`src/hdl/nlmt_pkg.sv`:
```
// Shared types and constants for the name-list token matcher.
package nlmt_pkg;

   localparam int unsigned MAX_NAME_BYTES = 32;
   localparam int unsigned TARGET_BYTES   = 32;
   localparam int unsigned TPOS_W         = 6;
   localparam int unsigned TIDX_W         = $clog2(TARGET_BYTES);
   localparam int unsigned LEN_W          = 32;
   localparam int unsigned CSR_DATA_W     = 64;
   localparam int unsigned CSR_INDEX_W    = 3;
   localparam int unsigned RSP_DATA_W     = 40;
   localparam logic [7:0]  COMMA_BYTE     = 8'h2C;

   typedef enum logic [CSR_INDEX_W-1:0] {
      REG_TARGET_LEN     = 3'd0,
      REG_TARGET_BYTES_A = 3'd1,
      REG_TARGET_BYTES_B = 3'd2,
      REG_TARGET_BYTES_C = 3'd3,
      REG_TARGET_BYTES_D = 3'd4
   } csr_index_type;

   typedef struct packed {
      logic [TPOS_W-1:0]         len;
      logic                      usable;
      logic [TARGET_BYTES*8-1:0] bytes;
   } target_type;

   typedef struct packed {
      logic             valid;
      logic             found;
      logic [LEN_W-1:0] list_length;
   } result_type;

endpackage

```
`src/hdl/nlmt_cfg.sv`:
```
// Target name registers behind the configuration write channel.
module nlmt_cfg (
   input  logic                                  clock,
   input  logic                                  reset,
   input  logic                                  csr_valid,
   input  logic [nlmt_pkg::CSR_INDEX_W-1:0]      csr_index,
   input  logic [nlmt_pkg::CSR_DATA_W-1:0]       csr_data,
   output nlmt_pkg::target_type                  target
);

   logic [nlmt_pkg::TPOS_W-1:0]           len_ff, len_in;
   logic [nlmt_pkg::TARGET_BYTES*8-1:0]   bytes_ff, bytes_in;

   always_comb begin
      len_in   = len_ff;
      bytes_in = bytes_ff;
      if (csr_valid) begin
         unique case (nlmt_pkg::csr_index_type'(csr_index))
            nlmt_pkg::REG_TARGET_LEN:     len_in = csr_data[nlmt_pkg::TPOS_W-1:0];
            nlmt_pkg::REG_TARGET_BYTES_A: bytes_in[63:0]    = csr_data;
            nlmt_pkg::REG_TARGET_BYTES_B: bytes_in[127:64]  = csr_data;
            nlmt_pkg::REG_TARGET_BYTES_C: bytes_in[191:128] = csr_data;
            nlmt_pkg::REG_TARGET_BYTES_D: bytes_in[255:192] = csr_data;
            default: ;
         endcase
      end
   end

   always_ff @(posedge clock) begin
      if (reset) begin
         len_ff   <= nlmt_pkg::TPOS_W'(1);
         bytes_ff <= '0;
      end else begin
         len_ff   <= len_in;
         bytes_ff <= bytes_in;
      end
   end

   assign target.len    = len_ff;
   assign target.usable = (len_ff != '0) &&
                          ({1'b0, len_ff} <= (nlmt_pkg::TPOS_W+1)'(nlmt_pkg::MAX_NAME_BYTES));
   assign target.bytes  = bytes_ff;

endmodule

```
`src/hdl/nlmt_core.sv`:
```
// Per-byte list parser and token compare; state advances when a byte is processed.
module nlmt_core (
   input  logic                    clock,
   input  logic                    reset,
   input  logic                    step,
   input  logic [7:0]              stream_byte,
   input  nlmt_pkg::target_type    target,
   output nlmt_pkg::result_type    result
);

   localparam int unsigned TP = nlmt_pkg::TPOS_W;
   localparam int unsigned LW = nlmt_pkg::LEN_W;

   logic           in_body_ff, in_body_in;
   logic [1:0]     prefix_count_ff, prefix_count_in;
   logic [LW-1:0]  decl_len_ff, decl_len_in;
   logic [LW-1:0]  bytes_left_ff, bytes_left_in;
   logic [TP-1:0]  token_pos_ff, token_pos_in;
   logic           token_eq_ff, token_eq_in;
   logic           match_seen_ff, match_seen_in;

   logic [7:0]     tbyte;
   logic           tbyte_hit;

   // Target byte at the current token position; positions past the store read as zero.
   always_comb begin
      if (token_pos_ff >= TP'(nlmt_pkg::TARGET_BYTES)) begin
         tbyte = 8'h00;
      end else begin
         tbyte = target.bytes[token_pos_ff[nlmt_pkg::TIDX_W-1:0]*8 +: 8];
      end
      tbyte_hit = (token_pos_ff < target.len) && (stream_byte == tbyte);
   end

   always_comb begin
      logic [LW-1:0]  len_shift;
      logic [1:0]     pc_next;
      logic           match_a;
      logic [TP-1:0]  pos_a;
      logic           eq_a;

      len_shift = {decl_len_ff[LW-9:0], stream_byte};
      pc_next   = prefix_count_ff + 2'd1;
      match_a   = match_seen_ff;
      pos_a     = token_pos_ff;
      eq_a      = token_eq_ff;

      in_body_in      = in_body_ff;
      prefix_count_in = prefix_count_ff;
      decl_len_in     = decl_len_ff;
      bytes_left_in   = bytes_left_ff;
      token_pos_in    = token_pos_ff;
      token_eq_in     = token_eq_ff;
      match_seen_in   = match_seen_ff;
      result          = '0;

      if (!in_body_ff) begin
         decl_len_in     = len_shift;
         prefix_count_in = pc_next;
         if (pc_next == 2'd0) begin
            token_pos_in  = '0;
            token_eq_in   = 1'b1;
            match_seen_in = 1'b0;
            if (len_shift == '0) begin
               // empty list reports right after its length
               result.valid = 1'b1;
               decl_len_in  = '0;
            end else begin
               bytes_left_in = len_shift;
               in_body_in    = 1'b1;
            end
         end
      end else begin
         if (stream_byte == nlmt_pkg::COMMA_BYTE) begin
            match_a = match_seen_ff | (target.usable && token_eq_ff &&
                                       token_pos_ff == target.len);
            pos_a   = '0;
            eq_a    = 1'b1;
         end else if (tbyte_hit) begin
            pos_a = token_pos_ff + TP'(1);
         end else begin
            eq_a = 1'b0;
         end
         bytes_left_in = bytes_left_ff - LW'(1);
         token_pos_in  = pos_a;
         token_eq_in   = eq_a;
         match_seen_in = match_a;
         if (bytes_left_ff == LW'(1)) begin
            // last byte: close the final token and report
            result.valid       = 1'b1;
            result.found       = match_a | (target.usable && eq_a && pos_a == target.len);
            result.list_length = decl_len_ff;
            token_pos_in       = '0;
            token_eq_in        = 1'b1;
            in_body_in         = 1'b0;
            prefix_count_in    = 2'd0;
            decl_len_in        = '0;
            match_seen_in      = 1'b0;
         end
      end
   end

   always_ff @(posedge clock) begin
      if (reset) begin
         in_body_ff      <= 1'b0;
         prefix_count_ff <= '0;
         decl_len_ff     <= '0;
         bytes_left_ff   <= '0;
         token_pos_ff    <= '0;
         token_eq_ff     <= 1'b1;
         match_seen_ff   <= 1'b0;
      end else if (step) begin
         in_body_ff      <= in_body_in;
         prefix_count_ff <= prefix_count_in;
         decl_len_ff     <= decl_len_in;
         bytes_left_ff   <= bytes_left_in;
         token_pos_ff    <= token_pos_in;
         token_eq_ff     <= token_eq_in;
         match_seen_ff   <= match_seen_in;
      end
   end

endmodule

```
`src/hdl/name_list_token_matcher_top.sv`:
```
// Top level of the SSH name-list token matcher: input register, parser, result register.
//
//  channel  direction  handshake               payload
//  req      in         req_tvalid/req_tready   req_tdata[7:0] = stream_byte
//  rsp      out        rsp_tvalid/rsp_tready   rsp_tdata[0] = found, [32:1] = list_length
//  csr      in         csr_valid/csr_ready     csr_index (register), csr_data
//
// One byte per cycle sustained while the result side is not stalled; a byte is parsed from the
// input register and its result is loaded into the result register when the parser advances.
// Reset is synchronous: parser state returns to expecting a length, target to length 1.
// A stalled result holds the parser; the input register takes at most one more byte,
// then req_tready stays low until the result is taken. csr_ready is always high.
module name_list_token_matcher_top (
   input  logic                                   clock,
   input  logic                                   reset,
   input  logic                                   req_tvalid,
   output logic                                   req_tready,
   input  logic [7:0]                             req_tdata,   // [7:0] stream_byte
   output logic                                   rsp_tvalid,
   input  logic                                   rsp_tready,
   output logic [nlmt_pkg::RSP_DATA_W-1:0]        rsp_tdata,   // [0] found, [32:1] list_length
   input  logic                                   csr_valid,
   output logic                                   csr_ready,
   input  logic [nlmt_pkg::CSR_INDEX_W-1:0]       csr_index,
   input  logic [nlmt_pkg::CSR_DATA_W-1:0]        csr_data
);

   nlmt_pkg::target_type  target;
   nlmt_pkg::result_type  result;

   logic        in_valid_ff, in_valid_in;
   logic [7:0]  in_byte_ff;
   logic        out_valid_ff, out_valid_in;
   logic        out_found_ff;
   logic [nlmt_pkg::LEN_W-1:0] out_len_ff;
   logic        advance;

   assign csr_ready  = 1'b1;
   assign advance    = in_valid_ff && (!out_valid_ff || rsp_tready);
   assign req_tready = !in_valid_ff || advance;

   nlmt_cfg u_cfg (
      .clock     (clock),
      .reset     (reset),
      .csr_valid (csr_valid),
      .csr_index (csr_index),
      .csr_data  (csr_data),
      .target    (target)
   );

   nlmt_core u_core (
      .clock       (clock),
      .reset       (reset),
      .step        (advance),
      .stream_byte (in_byte_ff),
      .target      (target),
      .result      (result)
   );

   always_comb begin
      in_valid_in = in_valid_ff;
      if (req_tready) begin
         in_valid_in = req_tvalid;
      end
      out_valid_in = out_valid_ff && !rsp_tready;
      if (advance && result.valid) begin
         out_valid_in = 1'b1;
      end
   end

   always_ff @(posedge clock) begin
      if (reset) begin
         in_valid_ff  <= 1'b0;
         out_valid_ff <= 1'b0;
      end else begin
         in_valid_ff  <= in_valid_in;
         out_valid_ff <= out_valid_in;
      end
   end

   always_ff @(posedge clock) begin
      if (req_tready && req_tvalid) begin
         in_byte_ff <= req_tdata;
      end
      if (advance && result.valid) begin
         out_found_ff <= result.found;
         out_len_ff   <= result.list_length;
      end
   end

   assign rsp_tvalid = out_valid_ff;
   assign rsp_tdata  = {(nlmt_pkg::RSP_DATA_W - nlmt_pkg::LEN_W - 1)'(0), out_len_ff,
                        out_found_ff};

endmodule

```
`config.mk`:
```
export PLATFORM = sky130hd
export DESIGN_NAME = name_list_token_matcher_top
export DESIGN_NICKNAME = d
export VERILOG_FILES = /design/src/hdl/nlmt_pkg.sv /design/src/hdl/nlmt_cfg.sv /design/src/hdl/nlmt_core.sv /design/src/hdl/name_list_token_matcher_top.sv
export SDC_FILE = /design/constraint.sdc
export NUM_CORES = 1
export LEC_CHECK = 0
export BUFFER_PORTS_ARGS = -buffer_cell sky130_fd_sc_hd__buf_2
export CORE_MARGIN = 2
export CORE_UTILIZATION = 57
export CTS_CLUSTER_DIAMETER = 40
export DETAILED_ROUTE_END_ITERATION = 6
export PLACE_DENSITY = 0.85
export SLEW_MARGIN = 20
export SYNTH_ARGS = -nofsm -noshare
export SYNTH_HDL_FRONTEND = slang
export SYNTH_SLANG_ARGS = --single-unit
export TNS_END_PERCENT = 10
```
`constraint.sdc`:
```
create_clock -name clock -period 7.4 [get_ports clock]
set_input_delay 1.11 -clock clock [delete_from_list [all_inputs] [get_ports clock]]
set_output_delay 1.11 -clock clock [all_outputs]
set_load 0.1 [all_outputs]
```
-- Yosys cells after proc, flatten, opt, wreduce, memory -nomap -nowiden
Cells that the tools add are included.
- $add $sub $neg: 3
- magnitude comparators: 3
- equality and inequality tests: 11
- shifts and indexed selects: 1
- muxes and demuxes: 36
- bitwise logic cells: 2
- reduce and logical (&&, ||, !) cells: 29
- operator list (kind ; number):
    variable part select 256 x 9 -> 8 bit ; 1
    two-way mux 32 bit ; 7
    two-way mux 6 bit ; 6
    two-way mux 34 bit ; 1
    == test 32 x 1 -> 1 bit (second input constant) ; 1
    zero test 32 bit ; 1
    subtractor 32 x 1 -> 32 bit (second input constant) ; 1
    two-way mux 1 bit ; 19
    AND reduction 2 bit ; 8
    == test 6 bit ; 2
    logical AND 1 bit ; 10
    == test 8 x 6 -> 1 bit (second input constant) ; 1
    == test 8 bit ; 1
    two-way mux 8 bit ; 1
    adder 6 x 1 -> 6 bit (second input constant) ; 1
    == test 3 x 2 -> 1 bit (second input constant) ; 2
    greater-or-equal comparator 6 bit (second input constant) ; 1
    less-or-equal comparator 6 bit (second input constant) ; 1
    less-than comparator 6 bit ; 1
    nonzero test 6 bit ; 1
    two-way mux 2 bit ; 2
    == test 3 x 1 -> 1 bit (second input constant) ; 1
    == test 3 bit (second input constant) ; 1
    zero test 1 bit ; 3
    other kinds (9) ; 11
- flip-flop bits (word level): 380

-- Depth between registers and ports, before layout
- word-level depth: 14
- depth in mapped cells: 15

-- Cells and area by module
Synthesis repeated with hierarchy kept, for this count alone.
- cell total of the unflattened synthesis: 2037
- area, all modules: 17181.5 um^2
- modules (own cells, without submodules) (module ; instances ; cells an instance ; area each (um^2) ; seq. area each (um^2)):
    nlmt_cfg ; 1 ; 1139 ; 9093.7 ; 5245.0
    nlmt_core ; 1 ; 835 ; 6675.2 ; 1501.4
    name_list_token_matcher_top ; 1 ; 63 ; 1412.6 ; 1271.2

-- Worst setup path after synthesis
No wires, ideal clock.
- path type: reg-to-reg
- start: register u_core.bytes_left_ff[9]
- end: register out_found_ff, enable pin
- arrival time: 3.332 ns
- required time: 7.012 ns
- path slack: 3.680 ns
- cell stages (with the launch flop): 9
- path buffers: 1
- cells stage by stage: dfxtp_1 -> or4_4 -> or4_4 -> or4_4 -> and2_4 -> or2_1 -> buf_6 -> or2_1 -> inv_1
- longest elaborated chain between the ends: 4
- RTL lines (element ; RTL line ; source):
    from (decl) ; nlmt_core.sv:17 ; logic [LW-1:0] bytes_left_ff, bytes_left_in;
    from (signal assigned) ; nlmt_core.sv:116 ; bytes_left_ff <= bytes_left_in;
    == test 32 x 1 -> 1 bit ; nlmt_core.sv:88 ; if (bytes_left_ff == LW'(1)) begin
    two-way mux 34 bit ; nlmt_core.sv:88 ;
    two-way mux 1 bit ; nlmt_core.sv:57 ; if (!in_body_ff) begin
    logical AND 1 bit ; name_list_token_matcher_top.sv:85 ; if (advance && result.valid) begin
    to (signal assigned) ; name_list_token_matcher_top.sv:86 ; out_found_ff <= result.found;
    to (decl) ; name_list_token_matcher_top.sv:34 ; logic out_found_ff;
No other way between the ends.
A chain may end at the register's enable or synchronous reset.

-- Worst setup path after layout
- start: register u_core.token_pos_ff[0]
- end: register u_core.token_pos_ff[4]
- longest elaborated chain between the ends: 9
- elaborated cells between the ends (all ways): 12
- classes of those cells: add/sub: 1; order compare: 2; eq/ne: 1; shift: 1; mux: 6; reduce/logical: 1
- RTL lines (element ; RTL line ; source):
    from (decl) ; nlmt_core.sv:18 ; logic [TP-1:0] token_pos_ff, token_pos_in;
    from (signal assigned) ; nlmt_core.sv:117 ; token_pos_ff <= token_pos_in;
    variable part select 256 x 9 -> 8 bit / greater-or-equal comparator 6 bit (equally long branches) ; nlmt_core.sv:30, nlmt_core.sv:27 ;
    two-way mux 8 bit ; nlmt_core.sv:27 ; if (token_pos_ff >= TP'(nlmt_pkg::TARGET_BYTES)) begin
    == test 8 bit ; nlmt_core.sv:32 ; tbyte_hit = (token_pos_ff < target.len) && (stream_byte == tbyte);
    logical AND 1 bit ; nlmt_core.sv:32 ;
    two-way mux 6 bit (*) ; nlmt_core.sv:79 ; end else if (tbyte_hit) begin
    two-way mux 6 bit (*) ; nlmt_core.sv:74 ; if (stream_byte == nlmt_pkg::COMMA_BYTE) begin
    two-way mux 6 bit (*) ; nlmt_core.sv:57 ;
    two-way mux 6 bit (*) ; nlmt_core.sv:88 ;
    two-way mux 6 bit (*) ; nlmt_core.sv:57 ;
Mark *: on every way between the ends. The rest lies on a longest branch, timed or not. The select of a mux whose other input is x is not followed.

==> reports/results.txt <==
For this run, the leading register cell type out of synthesis is dfxtp_1. The number of I/O pins is 123. Before antenna repair, the detailed router went through 6 iterations. The tools report the post-synthesis sequential area ratio as 0.465. The worst setup path is captured at a flop. The number of buffer cells added on primary ports was 114; the area inside the core boundary was 0.0297 mm². The clock passes through at most 3 buffers.

Setup repair after global routing left no endpoint under its margin. The maximum clock frequency was 214 MHz. The clock transition at the registers of the reported paths came out at 60 ps.

The number of buffers added to fix hold violations after cts is 0, and the power density over cell area is 240 mW/mm². In this run, CTS created clock tree buffers numbering 45. The standby leakage power came out at 6.57 nW. By count the netlist is led by nand2_1 (582), dfxtp_1 (339), a21oi_1 (333). The final critical-path share of the clock period was 0.632; the number of antenna violations at the first check in global routing was 9. The number of setup buffers added after CTS is 0.

Yosys attributes the largest share of cell area to dfxtp_1 (39%), nand2_1 (13%), a21oi_1 (9.7%), edfxtp_1 (7.1%), mux4_2 (6.0%). The worst path in the final design needs a cycle of 4680 ps, including I/O delays and setup. CTS placed an instance of clkbuf_16 at the clock tree root.

Once detailed placement completed, the half-perimeter wirelength came to 32.8 mm. Leading cell type by number of instances after synthesis: nand2_1. The run gives 0 as the final setup violation count. Clock tree skew after final layout: 34.8 ps.

Across the VDD grid, the largest voltage drop is 0.273 mV. The total overflow left after global routing is 0. For this run, design rule violations remaining after detail routing come to 0.

The tree built by TritonCTS fans out to 380 sinks. The sort of element at the start of the critical path is a flop. Synthesis produced a netlist whose cell count is 2012. Max-cap violations in this run came to 0. The area of the die was 0.0317 mm². Top cell type's share of synthesized area: 0.394. The Yosys step of the flow raised 0 warnings. The tools report the number of global-route vias before repair as 14700.

For the initial standard-cell utilization of the core, the log shows 0.580. Using the TritonRoute via totals, the vias-per-cell ratio works out to 6.34. The tools report the total number of vias as 15700.

At the later pin of the worst-skew pair, clock insertion delay measures 570 ps. The final wirelength is 50.9 mm. The slowest stage of the critical path belongs to the cell nor4_2. TritonCTS built the clock tree. In the final timing run, aggregate negative setup slack is 0 ps.

In the final design database the tool counted 2130 nets. The leading area contributor after synthesis is dfxtp_1. The tools report the number of placement rows as 63.

The run finished with clean final reports. The highest cell delay on the worst timing path is 850 ps. After synthesis, the netlist uses 85 different library cells.

Cell with the most instances on the worst path: nand2_1. The arrival time of the worst setup path is 5140 ps, and the count of flip-flops with a built-in enable after synthesis is 41. The path type of the worst min-delay path is flop to flop. The transition time of the tightest slew-check pin works out to 1090 ps. The type of the setup path with the least slack is flop to flop. The combined global-route utilization of all metal layers was 0.317; the number of gates given a new drive strength after cts was 0. Along the worst path, the maximum fanout reaches 29.

The final-report max-slew violation count is 0, and the area growth from synthesis to layout is 12.3%. The critical path goes through buf_4, nor2b_1, nand2_1, nand4_1, a21boi_0, a2111o_1, nor4_2, nand2_1, or4_1, a21oi_1. The die is 178 µm tall. The average cell area after synthesis works out to 8.57 µm².

In this run, synthesis produced a sequential element count of 380. The clock tree synthesis step divided the H-tree into 2 levels. The first global-routing pass estimated 78.7 mm of wire. Routability-driven placement finished with a final weighted congestion of 0.945.

Share of async-settable or async-resettable flops after synthesis: 0. Detail-routed net length per standard cell: 20.6 µm. The number of DRC violations after detailed-routing iteration 0 is 1951. The total count of hold-check failures in the final report came out at 0. After synthesis the cells add up to 0.0172 mm². At the worst endpoint, the required time is 7860 ps. The horizontal die dimension works out to 178 µm. Once detail routing completed, the nets flagged for antenna violations numbered 0. The fraction of the core area covered by cells at the end of the flow was 0.652. Fraction of final layout cells sized beyond drive strength 1: 0.148. The largest net degree at the start of global routing is 142. The tools report the relative slew slack as 0.277.
[critical path: cells and delay by family (launching register included)]
family                 cells  cell delay [ps]
and+or+nand+nor            6             2890
AOI/OAI and AO/OA          3              700
DFF                        1              500
buffers and inverters      1              490
[where the power goes]
part           switching, mW  leakage [nW]  internal (mW)
Combinational          0.163          2.75         0.0641
Sequential            0.0342          3.06           2.11
Clock                  0.945         0.755           1.32
[state kept, by name, summed over array words and instances, names as in the netlist]
signal / flops
in_valid_ff: 1
u_core.prefix_count_ff: 2
u_core.bytes_left_ff: 32
in_byte_ff: 8
out_found_ff: 1
u_core.in_body_ff: 1
u_core.token_pos_ff: 6
u_cfg.bytes_ff: 256
rsp_tvalid: 1
u_core.token_eq_ff: 1
out_len_ff: 32
u_core.match_seen_ff: 1
u_cfg.len_ff: 6
u_core.decl_len_ff: 32
[routing by layer]
metal / up-vias / GRT usage / routed length (µm)
met3: 220 / 0.0778 / 5560
met2: 1012 / 0.509 / 23300
met5: - / 0 / 16
met1: 7377 / 0.386 / 18700
met4: 2 / 0.189 / 3290
li1: 7083 / - / -
[final cells by class]
class	instances	area, µm²
fillers	2239	10400
multi-input cells	1458	8450
flip-flops and latches	380	8030
clock buffers	53	1230
repair buffers	134	734
well taps	390	488
clock inverters	31	343
inverters	20	75.1
diodes	9	22.5
[cells by family (layout without fill, tap and decap cells)]
group | count (synthesis) | after routing | share of synthesized area
AO/OA/AOI/OAI | 487 | 487 | 0.163
XOR/XNOR | 3 | 3 | 0.00196
flip-flops | 380 | 380 | 0.465
other | 2 | 17 | 0.000435
adder cells (fa/ha/maj) | 11 | 11 | 0.00798
buffers and inverters | 180 | 238 | 0.0478
multiplexers | 91 | 91 | 0.0937
AND/OR/NAND/NOR | 858 | 858 | 0.220
[cells in the final DEF, fill, tap and decap left out, types with 8 or more instances in the layout]
master,instances
nand3_1,23
nor3b_1,24
nand3b_1,8
dfxtp_1,335
inv_1,19
or4_1,10
mux2_2,13
conb_1,8
clkbuf_16,46
buf_2,113
mux4_2,46
nor2_1,69
a21o_1,8
edfxtp_1,41
nor3_1,26
a21oi_1,333
a31oi_1,11
nand2_1,582
ha_1,11
a221oi_1,12
nor4_1,9
a22oi_1,29
and2_1,35
mux2i_1,25
nand4_1,18
buf_4,19
diode_2,9
and3_1,8
o21ai_0,29
[through the flow]
| stage | hold slack (ps) | worst slack (ps) | instance area (µm²) | cells | power [mW] |
|---|---|---|---|---|---|
| 2_1_floorplan | 427 | 3680 | 17300 | 2018 | 2.32 |
| 3_3_place_gp | 439 | 2970 | 17800 | 2382 | 2.40 |
| 3_5_place_dp | 444 | 2900 | 17800 | 2382 | 2.41 |
| 4_1_cts | 453 | 2900 | 19300 | 2466 | 4.64 |
| 5_1_grt | 466 | 2420 | 19300 | 2467 | 4.75 |
| 6_report | 448 | 2720 | 19400 | 2475 | 4.65 |
[worst paths after layout]
check	from	end	slack, ps	cells after the start
hold / removal	u_core.decl_len_ff[24]	u_core.decl_len_ff[24]	450	2
hold reg to reg	u_core.decl_len_ff[24]	u_core.decl_len_ff[24]	450	2
setup reg to reg	u_core.token_pos_ff[0]	u_core.token_pos_ff[4]	2720	10
setup / recovery	u_core.token_pos_ff[0]	u_core.token_pos_ff[4]	2720	10
Note: power is estimated with default switching activity, not from simulation.
